==> src/hw/rtl/spq_pkg.sv <==
`default_nettype none

package spq_pkg;

    // Queue geometry.
    localparam int QUEUE_DEPTH = 16;
    localparam int CNT_W       = $clog2(QUEUE_DEPTH + 1);
    localparam int IDX_W       = $clog2(QUEUE_DEPTH);

    // Field widths.
    localparam int SIZE_W = 32;
    localparam int PRIO_W = 8;
    localparam int ARR_W  = 17;
    localparam int OCC_W  = 5;
    localparam int ENTRY_W = SIZE_W + PRIO_W + ARR_W;

    // Stream widths.
    localparam int S_DATA_W = 64;
    localparam int M_DATA_W = 64;
    localparam int M_USER_W = 3;

    typedef enum logic {
        OP_INSERT = 1'b0,
        OP_REMOVE = 1'b1
    } t_opcode;

    typedef enum logic [1:0] {
        ST_OK    = 2'd0,
        ST_FULL  = 2'd1,
        ST_EMPTY = 2'd2
    } t_status;

    // One stored entry, size in the lowest bits.
    typedef struct packed {
        logic [ARR_W-1:0]  arrival;
        logic [PRIO_W-1:0] prio;
        logic [SIZE_W-1:0] size;
    } t_entry;

    // Result beat payload, size in the lowest bits.
    typedef struct packed {
        logic [M_DATA_W-ENTRY_W-OCC_W-1:0] pad;
        logic [OCC_W-1:0]                  occupancy;
        t_entry                            entry;
    } t_out_data;

    // Result sideband, entry_valid in bit 0.
    typedef struct packed {
        t_status status;
        logic    entry_valid;
    } t_out_user;

    typedef enum logic {
        S_IDLE = 1'b0,
        S_EXEC = 1'b1
    } t_state;

    // Controller to datapath.
    typedef struct packed {
        logic load;
        logic exec;
    } t_dp_cmd;

    // Datapath status, seen by the top-level assertions.
    typedef struct packed {
        logic full;
        logic empty;
    } t_dp_sts;

endpackage

`default_nettype wire

==> src/hw/rtl/spq_datapath.sv <==
`default_nettype none

module spq_datapath (
    input  wire logic                    i_clk,
    input  wire logic                    i_rst_n,
    input  wire spq_pkg::t_dp_cmd        i_cmd,
    input  wire logic [spq_pkg::S_DATA_W-1:0] i_s_tdata,
    input  wire logic                    i_s_tuser,
    output spq_pkg::t_dp_sts             o_sts,
    output logic [spq_pkg::M_DATA_W-1:0] o_m_tdata,
    output logic [spq_pkg::M_USER_W-1:0] o_m_tuser
);
    import spq_pkg::*;

    t_opcode          r_op;
    t_entry           r_in;
    t_entry           r_cells [QUEUE_DEPTH];
    t_entry           n_cells [QUEUE_DEPTH];
    logic [CNT_W-1:0] r_count;
    logic [CNT_W-1:0] n_count;
    t_out_data        r_out_data;
    t_out_user        r_out_user;
    t_out_data        n_out_data;
    t_out_user        n_out_user;
    logic [QUEUE_DEPTH-1:0] w_keep;
    logic             w_full;
    logic             w_empty;
    logic             w_cell_we;

    // Capture the accepted beat.
    always_ff @(posedge i_clk) begin
        if (i_cmd.load) begin
            r_op <= t_opcode'(i_s_tuser);
            r_in <= i_s_tdata[ENTRY_W-1:0];
        end
    end

    assign w_full  = (r_count == CNT_W'(QUEUE_DEPTH));
    assign w_empty = (r_count == '0);
    assign o_sts.full  = w_full;
    assign o_sts.empty = w_empty;

    // Each cell compares its priority with the new entry at once. Occupied
    // cells are sorted, so the cells that keep their value form a prefix.
    for (genvar gi = 0; gi < QUEUE_DEPTH; gi++) begin : g_cell
        assign w_keep[gi] = (CNT_W'(gi) < r_count) && (r_cells[gi].prio >= r_in.prio);

        if (gi == 0) begin : g_head
            always_comb begin
                if (r_op == OP_INSERT) begin
                    n_cells[gi] = w_keep[gi] ? r_cells[gi] : r_in;
                end else begin
                    n_cells[gi] = r_cells[gi + 1];
                end
            end
        end else if (gi == QUEUE_DEPTH - 1) begin : g_tail
            always_comb begin
                if (r_op == OP_INSERT) begin
                    if (w_keep[gi]) begin
                        n_cells[gi] = r_cells[gi];
                    end else if (w_keep[gi - 1]) begin
                        n_cells[gi] = r_in;
                    end else begin
                        n_cells[gi] = r_cells[gi - 1];
                    end
                end else begin
                    n_cells[gi] = r_cells[gi];
                end
            end
        end else begin : g_mid
            always_comb begin
                if (r_op == OP_INSERT) begin
                    if (w_keep[gi]) begin
                        n_cells[gi] = r_cells[gi];
                    end else if (w_keep[gi - 1]) begin
                        n_cells[gi] = r_in;
                    end else begin
                        n_cells[gi] = r_cells[gi - 1];
                    end
                end else begin
                    n_cells[gi] = r_cells[gi + 1];
                end
            end
        end
    end

    assign w_cell_we = i_cmd.exec &&
                       (((r_op == OP_INSERT) && !w_full) || ((r_op == OP_REMOVE) && !w_empty));

    // Cell chain update; contents need no reset.
    always_ff @(posedge i_clk) begin
        if (w_cell_we) begin
            r_cells <= n_cells;
        end
    end

    // Occupancy and result formation.
    always_comb begin
        n_count    = r_count;
        n_out_data = '0;
        n_out_user = '0;
        n_out_user.status = ST_OK;
        if (r_op == OP_INSERT) begin
            if (w_full) begin
                n_out_user.status = ST_FULL;
            end else begin
                n_count = r_count + CNT_W'(1);
            end
        end else begin
            if (w_empty) begin
                n_out_user.status = ST_EMPTY;
            end else begin
                n_count = r_count - CNT_W'(1);
                n_out_user.entry_valid = 1'b1;
                n_out_data.entry = r_cells[0];
            end
        end
        n_out_data.occupancy = OCC_W'(n_count);
    end

    always_ff @(posedge i_clk) begin
        if (!i_rst_n) begin
            r_count <= '0;
        end else if (i_cmd.exec) begin
            r_count <= n_count;
        end
    end

    // Output register.
    always_ff @(posedge i_clk) begin
        if (i_cmd.exec) begin
            r_out_data <= n_out_data;
            r_out_user <= n_out_user;
        end
    end

    assign o_m_tdata = r_out_data;
    assign o_m_tuser = r_out_user;

endmodule

`default_nettype wire

==> src/hw/rtl/spq_ctrl.sv <==
`default_nettype none

module spq_ctrl (
    input  wire logic          i_clk,
    input  wire logic          i_rst_n,
    input  wire logic          i_s_tvalid,
    output logic               o_s_tready,
    output logic               o_m_tvalid,
    input  wire logic          i_m_tready,
    output spq_pkg::t_dp_cmd   o_cmd
);
    import spq_pkg::*;

    t_state r_state;
    t_state n_state;
    logic   r_out_valid;
    logic   w_out_free;

    // The output register can take a new result when empty or draining.
    assign w_out_free = !r_out_valid || i_m_tready;

    always_ff @(posedge i_clk) begin
        if (!i_rst_n) begin
            r_state <= S_IDLE;
        end else begin
            r_state <= n_state;
        end
    end

    // Next state.
    always_comb begin
        n_state = r_state;
        unique case (r_state)
            S_IDLE: begin
                if (i_s_tvalid) begin
                    n_state = S_EXEC;
                end
            end
            S_EXEC: begin
                if (w_out_free) begin
                    n_state = S_IDLE;
                end
            end
            default: begin
                n_state = S_IDLE;
            end
        endcase
    end

    // Outputs. Ready stays low while reset is asserted so no beat is taken then.
    always_comb begin
        o_s_tready = 1'b0;
        o_cmd      = '0;
        unique case (r_state)
            S_IDLE: begin
                o_s_tready = i_rst_n;
                o_cmd.load = i_s_tvalid && i_rst_n;
            end
            S_EXEC: begin
                o_cmd.exec = w_out_free;
            end
            default: begin
                o_s_tready = 1'b0;
            end
        endcase
    end

    // Result beat valid flag.
    always_ff @(posedge i_clk) begin
        if (!i_rst_n) begin
            r_out_valid <= 1'b0;
        end else if (o_cmd.exec) begin
            r_out_valid <= 1'b1;
        end else if (i_m_tready) begin
            r_out_valid <= 1'b0;
        end
    end

    assign o_m_tvalid = r_out_valid;

endmodule

`default_nettype wire

==> src/hw/rtl/sorted_priority_queue_unit.sv <==
`default_nettype none

// Channel   Dir  Signals                    Contents
// s         in   i_s_tvalid/o_s_tready      tdata: job_size, priority_level, arrival_second
//                                           tuser: opcode
// m         out  o_m_tvalid/i_m_tready      tdata: out_size, out_priority, out_arrival,
//                                                  occupancy
//                                           tuser: entry_valid, status_code
//
// Each item is handled in a capture step that takes the beat, then an update
// step that updates the sorted cell chain and loads the output register.
// A new beat is accepted while the previous result waits in the output register.
// The update cycle holds while the output register still has an untaken result.
// Reset is synchronous, active low; it empties the queue and the output stage.

module sorted_priority_queue_unit (
    input  wire logic                            i_clk,
    input  wire logic                            i_rst_n,
    input  wire logic                            i_s_tvalid,
    output logic                                 o_s_tready,
    // [31:0] job_size, [39:32] priority_level, [56:40] arrival_second
    input  wire logic [spq_pkg::S_DATA_W-1:0]    i_s_tdata,
    // [0] opcode
    input  wire logic                            i_s_tuser,
    output logic                                 o_m_tvalid,
    input  wire logic                            i_m_tready,
    // [31:0] out_size, [39:32] out_priority, [56:40] out_arrival, [61:57] occupancy
    output logic [spq_pkg::M_DATA_W-1:0]         o_m_tdata,
    // [0] entry_valid, [2:1] status_code
    output logic [spq_pkg::M_USER_W-1:0]         o_m_tuser
);
    import spq_pkg::*;

    t_dp_cmd w_cmd;
    t_dp_sts w_sts;

    spq_ctrl u_ctrl (
        .i_clk      (i_clk),
        .i_rst_n    (i_rst_n),
        .i_s_tvalid (i_s_tvalid),
        .o_s_tready (o_s_tready),
        .o_m_tvalid (o_m_tvalid),
        .i_m_tready (i_m_tready),
        .o_cmd      (w_cmd)
    );

    spq_datapath u_datapath (
        .i_clk     (i_clk),
        .i_rst_n   (i_rst_n),
        .i_cmd     (w_cmd),
        .i_s_tdata (i_s_tdata),
        .i_s_tuser (i_s_tuser),
        .o_sts     (w_sts),
        .o_m_tdata (o_m_tdata),
        .o_m_tuser (o_m_tuser)
    );

    // An update always leaves a result beat in the output register.
    a_exec_gives_beat: assert property (@(posedge i_clk) disable iff (!i_rst_n)
        w_cmd.exec |=> o_m_tvalid)
        else $error("update did not present a result beat");

    // Capture and update never overlap.
    a_no_load_in_exec: assert property (@(posedge i_clk) disable iff (!i_rst_n)
        !(w_cmd.exec && w_cmd.load))
        else $error("capture and update in the same cycle");

    // The queue cannot be full and empty at once.
    a_full_empty: assert property (@(posedge i_clk) disable iff (!i_rst_n)
        !(w_sts.full && w_sts.empty))
        else $error("queue reports full and empty");

    // A returned entry always carries an ok status.
    a_entry_ok: assert property (@(posedge i_clk) disable iff (!i_rst_n)
        (o_m_tvalid && o_m_tuser[0]) |-> (o_m_tuser[2:1] == ST_OK))
        else $error("returned entry with error status");

    // An update on an empty queue never returns an entry.
    a_empty_no_entry: assert property (@(posedge i_clk) disable iff (!i_rst_n)
        (w_cmd.exec && w_sts.empty) |=> !o_m_tuser[0])
        else $error("entry returned from empty queue");

endmodule

`default_nettype wire
==> config.mk <==
export PLATFORM = sky130hd
export DESIGN_NAME = sorted_priority_queue_unit
export DESIGN_NICKNAME = d
export VERILOG_FILES = /design/src/hw/rtl/spq_pkg.sv /design/src/hw/rtl/spq_datapath.sv /design/src/hw/rtl/spq_ctrl.sv /design/src/hw/rtl/sorted_priority_queue_unit.sv
export SDC_FILE = /design/constraint.sdc
export NUM_CORES = 2
export LEC_CHECK = 0
export BUFFER_PORTS_ARGS = -buffer_cell sky130_fd_sc_hd__buf_2
export CAP_MARGIN = 0
export CORE_ASPECT_RATIO = 0.75
export CORE_MARGIN = 4
export CORE_UTILIZATION = 40
export DETAILED_ROUTE_END_ITERATION = 10
export GPL_TIMING_DRIVEN = 0
export PLACE_DENSITY = 0.56
export RECOVER_POWER = 100
export SYNTH_ARGS = -nofsm -noshare
export SYNTH_HDL_FRONTEND = slang
export SYNTH_HIERARCHICAL = 1
export SYNTH_SLANG_ARGS = --single-unit
==> constraint.sdc <==
create_clock -name i_clk -period 19.9 [get_ports i_clk]
set_input_delay 0.995 -clock i_clk [delete_from_list [all_inputs] [get_ports i_clk]]
set_output_delay 0.995 -clock i_clk [all_outputs]
set_load 0.1 [all_outputs]
Yosys cells after proc, flatten, opt, wreduce, memory -nomap -nowiden
Cells that the tools add are included.

Flip-flop bits (word level): 1042. Word-level logic and storage cells: 218. Output and inout port bits: 69.

Equal/unequal tests: 16. Reductions and logical operators: 44. Bitwise logic cells: 3. $add $sub $neg: 2. Order comparisons: 32. Multiplexer cells: 60.

Operators by type and width (count): 57-bit 2-to-1 mux (45); 8-bit greater-or-equal comparator (16); 4-bit by 5-bit < comparator with 1-bit output (first input constant) (8); 2-bit by 1-bit inequality test with 1-bit output (second input constant) (15); 2-bit AND reduction (15); 1-bit logical AND (20); 3-bit by 5-bit < comparator with 1-bit output (first input constant) (4); 5-bit 2-to-1 mux (3); 1-bit by 5-bit < comparator with 1-bit output (first input constant) (2); 2-bit by 5-bit < comparator with 1-bit output (first input constant) (2); 1-bit 2-to-1 mux (9); 5-bit by 1-bit adder with 5-bit output (second input constant) (1); 5-bit == test (second input constant) (1); 5-bit zero test (1); 5-bit by 1-bit subtractor with 5-bit output (second input constant) (1); 2-bit 2-to-1 mux (2); 1-bit zero test (3); 1-bit NOT (3); 3-bit AND reduction (1); 1-bit logical OR (2); 1-bit one-hot mux with 2 select lines (1); 2-bit nonzero test (1); 2-bit OR reduction (1).

Logic depth before layout (Yosys ltp)
Depth in word-level cells: 6. Depth in mapped cells: 10. Depth with buffers taken out: 7.

Cells and area by module
The synthesis kept the hierarchy.

By module, submodules not included: spq_datapath (area each 54066.9 um^2, sequential area each 31179.9 um^2, cells an instance 4774, times used 1); spq_ctrl (area each 93.8 um^2, sequential area each 40.0 um^2, cells an instance 10, times used 1).

Worst setup path before layout
No wires, ideal clock.

Path kind: input to register. Start point: input port i_m_tready. End point: register u_datapath/r_cells[741] in the netlist's numbering, enable pin. Cell stages on the path: 5. Setup time: 0.559 ns. Arrival time: 6.739 ns. Path buffers: 1. Data required time: 19.341 ns. Path slack: 12.603 ns. Path through: nand2b_1 -> and2_2 -> o21a_1 -> buf_4 -> a21boi_0.

RTL lines: from (decl) (RTL line sorted_priority_queue_unit.sv:26) `input wire logic i_m_tready,`; to (signal assigned) (RTL line spq_datapath.sv:93) `r_cells <= n_cells;`; to (decl) (RTL line spq_datapath.sv:17) `t_entry r_cells [QUEUE_DEPTH];`.

Worst setup path in the final report
Start point: register u_datapath.r_count[4]. End point: register u_datapath/r_cells[836] in the netlist's numbering, enable pin.

Word-level cells in the longest chain between the ends: 6. Elaborated cells on any way between the ends: 12. Those cells by class: order compare: 1; eq/ne: 2; reduce/logical: 9.

Ends and longest elaborated chain: from (decl) (RTL line spq_datapath.sv:19) `logic [CNT_W-1:0] r_count;`; from (signal assigned) (RTL line spq_datapath.sv:125) `r_count <= n_count;`; parallel branches: the longest is 5 deep, another holds 1-bit by 5-bit < comparator with 1-bit output; 2-bit AND reduction (no source line) (*).

Mark *: on every way between the ends. A chain may end at the register's enable or synchronous reset.

==> flow_metrics.tcl <==
set metrics [dict create \
    hpwl_um 178000 \
    drtIter0Drc 7196 \
    slowest_stage "nor3_1" \
    grt_max_degree 43 \
    violations "capacitance limit, slew limit" \
    cts_tree "built" \
    grt_pass1_wl_um 329000 \
    fin_crit_ns 10.16 \
    initial_core_util 0.404 \
    cp_max_fo 42 \
    fin_ws_ns 9.74 \
    cp_top_family "simple AND/OR/NAND/NOR gates" \
    dp_slack_ns 14.76 \
    final_cell_mix "1,035 x edfxtp_1, 598 x clkbuf_1, 579 x o21ai_0" \
    power_density_nw_per_um2 91.0 \
    cts.path.max_buffers 3 \
    maxSlewViolCount 983 \
    layout_commonest_cell "edfxtp_1" \
    syn_avg_cell_area_um2 11.3 \
    core_um2 134000 \
    syn_area_um2 54100 \
    synth_warnings 6 \
    syn_inst 4782 \
    arrival_ns 10.44 \
    via_count 46700 \
    fin_nets 5262 \
    ctsResizeCount 0 \
    final.setup_skew_ns 0.0242 \
    syn2layout_area_growth_pct 12.1 \
    setup-violations-final 0 \
    busiest_layer "met1" \
    outcome "finished, violations left" \
    cts_max_level 3 \
    irDropWorstVdd_mv 0.0717 \
    max_freq_mhz 98.4 \
    cpMostUsedCell "clkbuf_1" \
    wl_per_cell_um 34.5 \
    clock_sinks 1042 \
    layout-drive-gt1-share 0.0829 \
    grt-ovfl-total 0 \
    viasPerCell 6.73 \
    place_congestion 0.968 \
    rows 116 \
    post-cts-setup-buffer-count 0 \
    drtPass1Iterations 7 \
    crit_path_start_kind "flop" \
    critical_path_class "reg2reg" \
    cts_buffers 112 \
    drt_wl_total_um 240000 \
    slowest_delay_ns 2.48 \
    io_buffers 128 \
    tightest_slew_ns 3.70 \
    grt_usage 0.327 \
    rsz0062_at_grt "false" \
    p_leak_uw 0.0198 \
    die_area_um2 141000 \
    required_ns 20.17 \
    critPathBufInv 3 \
    setup_tns_ns 0 \
    path_cells "clkbuf_1 > nor3_1 > o21ai_0 > nand2_1 > clkbuf_1 > o21a_1 > clkbuf_1" \
    cts_root_buf "clkbuf_16" \
    grtUsageMet3 0.133 \
    ctsHoldBuffers 0 \
    use_met2 0.442 \
    n_fill_cell 12700 \
    antenna_found_initial 18 \
    die_y_um 327 \
    use_met1 0.463 \
    insertion_delay_ns 0.76 \
    grt_pass1_vias 44600 \
    ant_nets 0 \
    clk_pin_slew_ns 0.07 \
    report.final.hold_viol_count 0 \
    slew_headroom -1.49 \
    finalCritPeriodShare 0.511 \
    maxCapViolations 47 \
    fin_total_pwr_uw 5520 \
    worstHoldPathType "in2reg" \
    end_kind "flop" \
    die_w_um 433 \
    ios 138 \
    drc 0 \
]
power breakdown:
group	internal, uW	total, uW	switching, uW
Combinational	164	764	600
Clock	1220	2170	944
Sequential	2540	2590	54.9
path summary, 6_finish.rpt:
path | from | cells after the start | to | slack, ns
worst max-delay path | u_datapath/r_count[4] | 7 | u_datapath/r_cells[836] | 9.74
worst min-delay path | i_s_tdata[47] | 1 | u_datapath/r_in[47] | 0.41
worst max register to register | u_datapath/r_count[4] | 7 | u_datapath/r_cells[836] | 9.74
worst min register to register | u_ctrl/r_state | 2 | u_ctrl/o_m_tvalid | 0.52
through the flow:
stage	hold slack [ns]	util	cells	instance area, um^2
CTS	0.358	0.460	6920	61600
global placement	0.486	0.426	6681	57000
floorplan	0.458	-	4783	54100
finish	0.407	0.453	6938	60700
global route	0.371	0.453	6926	60700
detailed placement	0.513	0.432	6716	57900
registers in the layout, indices dropped and copies added (netlist names):
signal,count
u_datapath/r_op,1
u_ctrl/r_state,1
u_datapath/r_in,57
u_datapath/o_m_tdata,62
u_datapath/r_cells,912
u_datapath/o_m_tuser,3
u_ctrl/o_m_tvalid,1
u_datapath/r_count,5
routing by layer:
| layer | wire length, um | share of wire | vias to the layer above |
|---|---|---|---|
| met5 | 242 | 0.0010 | - |
| met3 | 36500 | 0.15 | 457 |
| met1 | 98900 | 0.41 | 23500 |
| met4 | 10000 | 0.042 | 12 |
| met2 | 94100 | 0.39 | 3309 |
| li1 | - | - | 19500 |
cell type report:
| cell class | count | area (um^2) | area share |
|---|---|---|---|
| Sequential cell | 1042 | 31200 | 0.514 |
| Antenna cell | 17 | 42.5 | 0.000701 |
| Multi-Input combinational cell | 2924 | 19600 | 0.324 |
| Buffer | 557 | 2230 | 0.0368 |
| Timing Repair Buffer | 164 | 701 | 0.0115 |
| Inverter | 260 | 976 | 0.0161 |
| Tap cell | 1770 | 2210 | 0.0365 |
| Clock buffer | 141 | 2930 | 0.0483 |
| Clock inverter | 63 | 732 | 0.0121 |
Note: power is estimated with default switching activity, not from simulation.
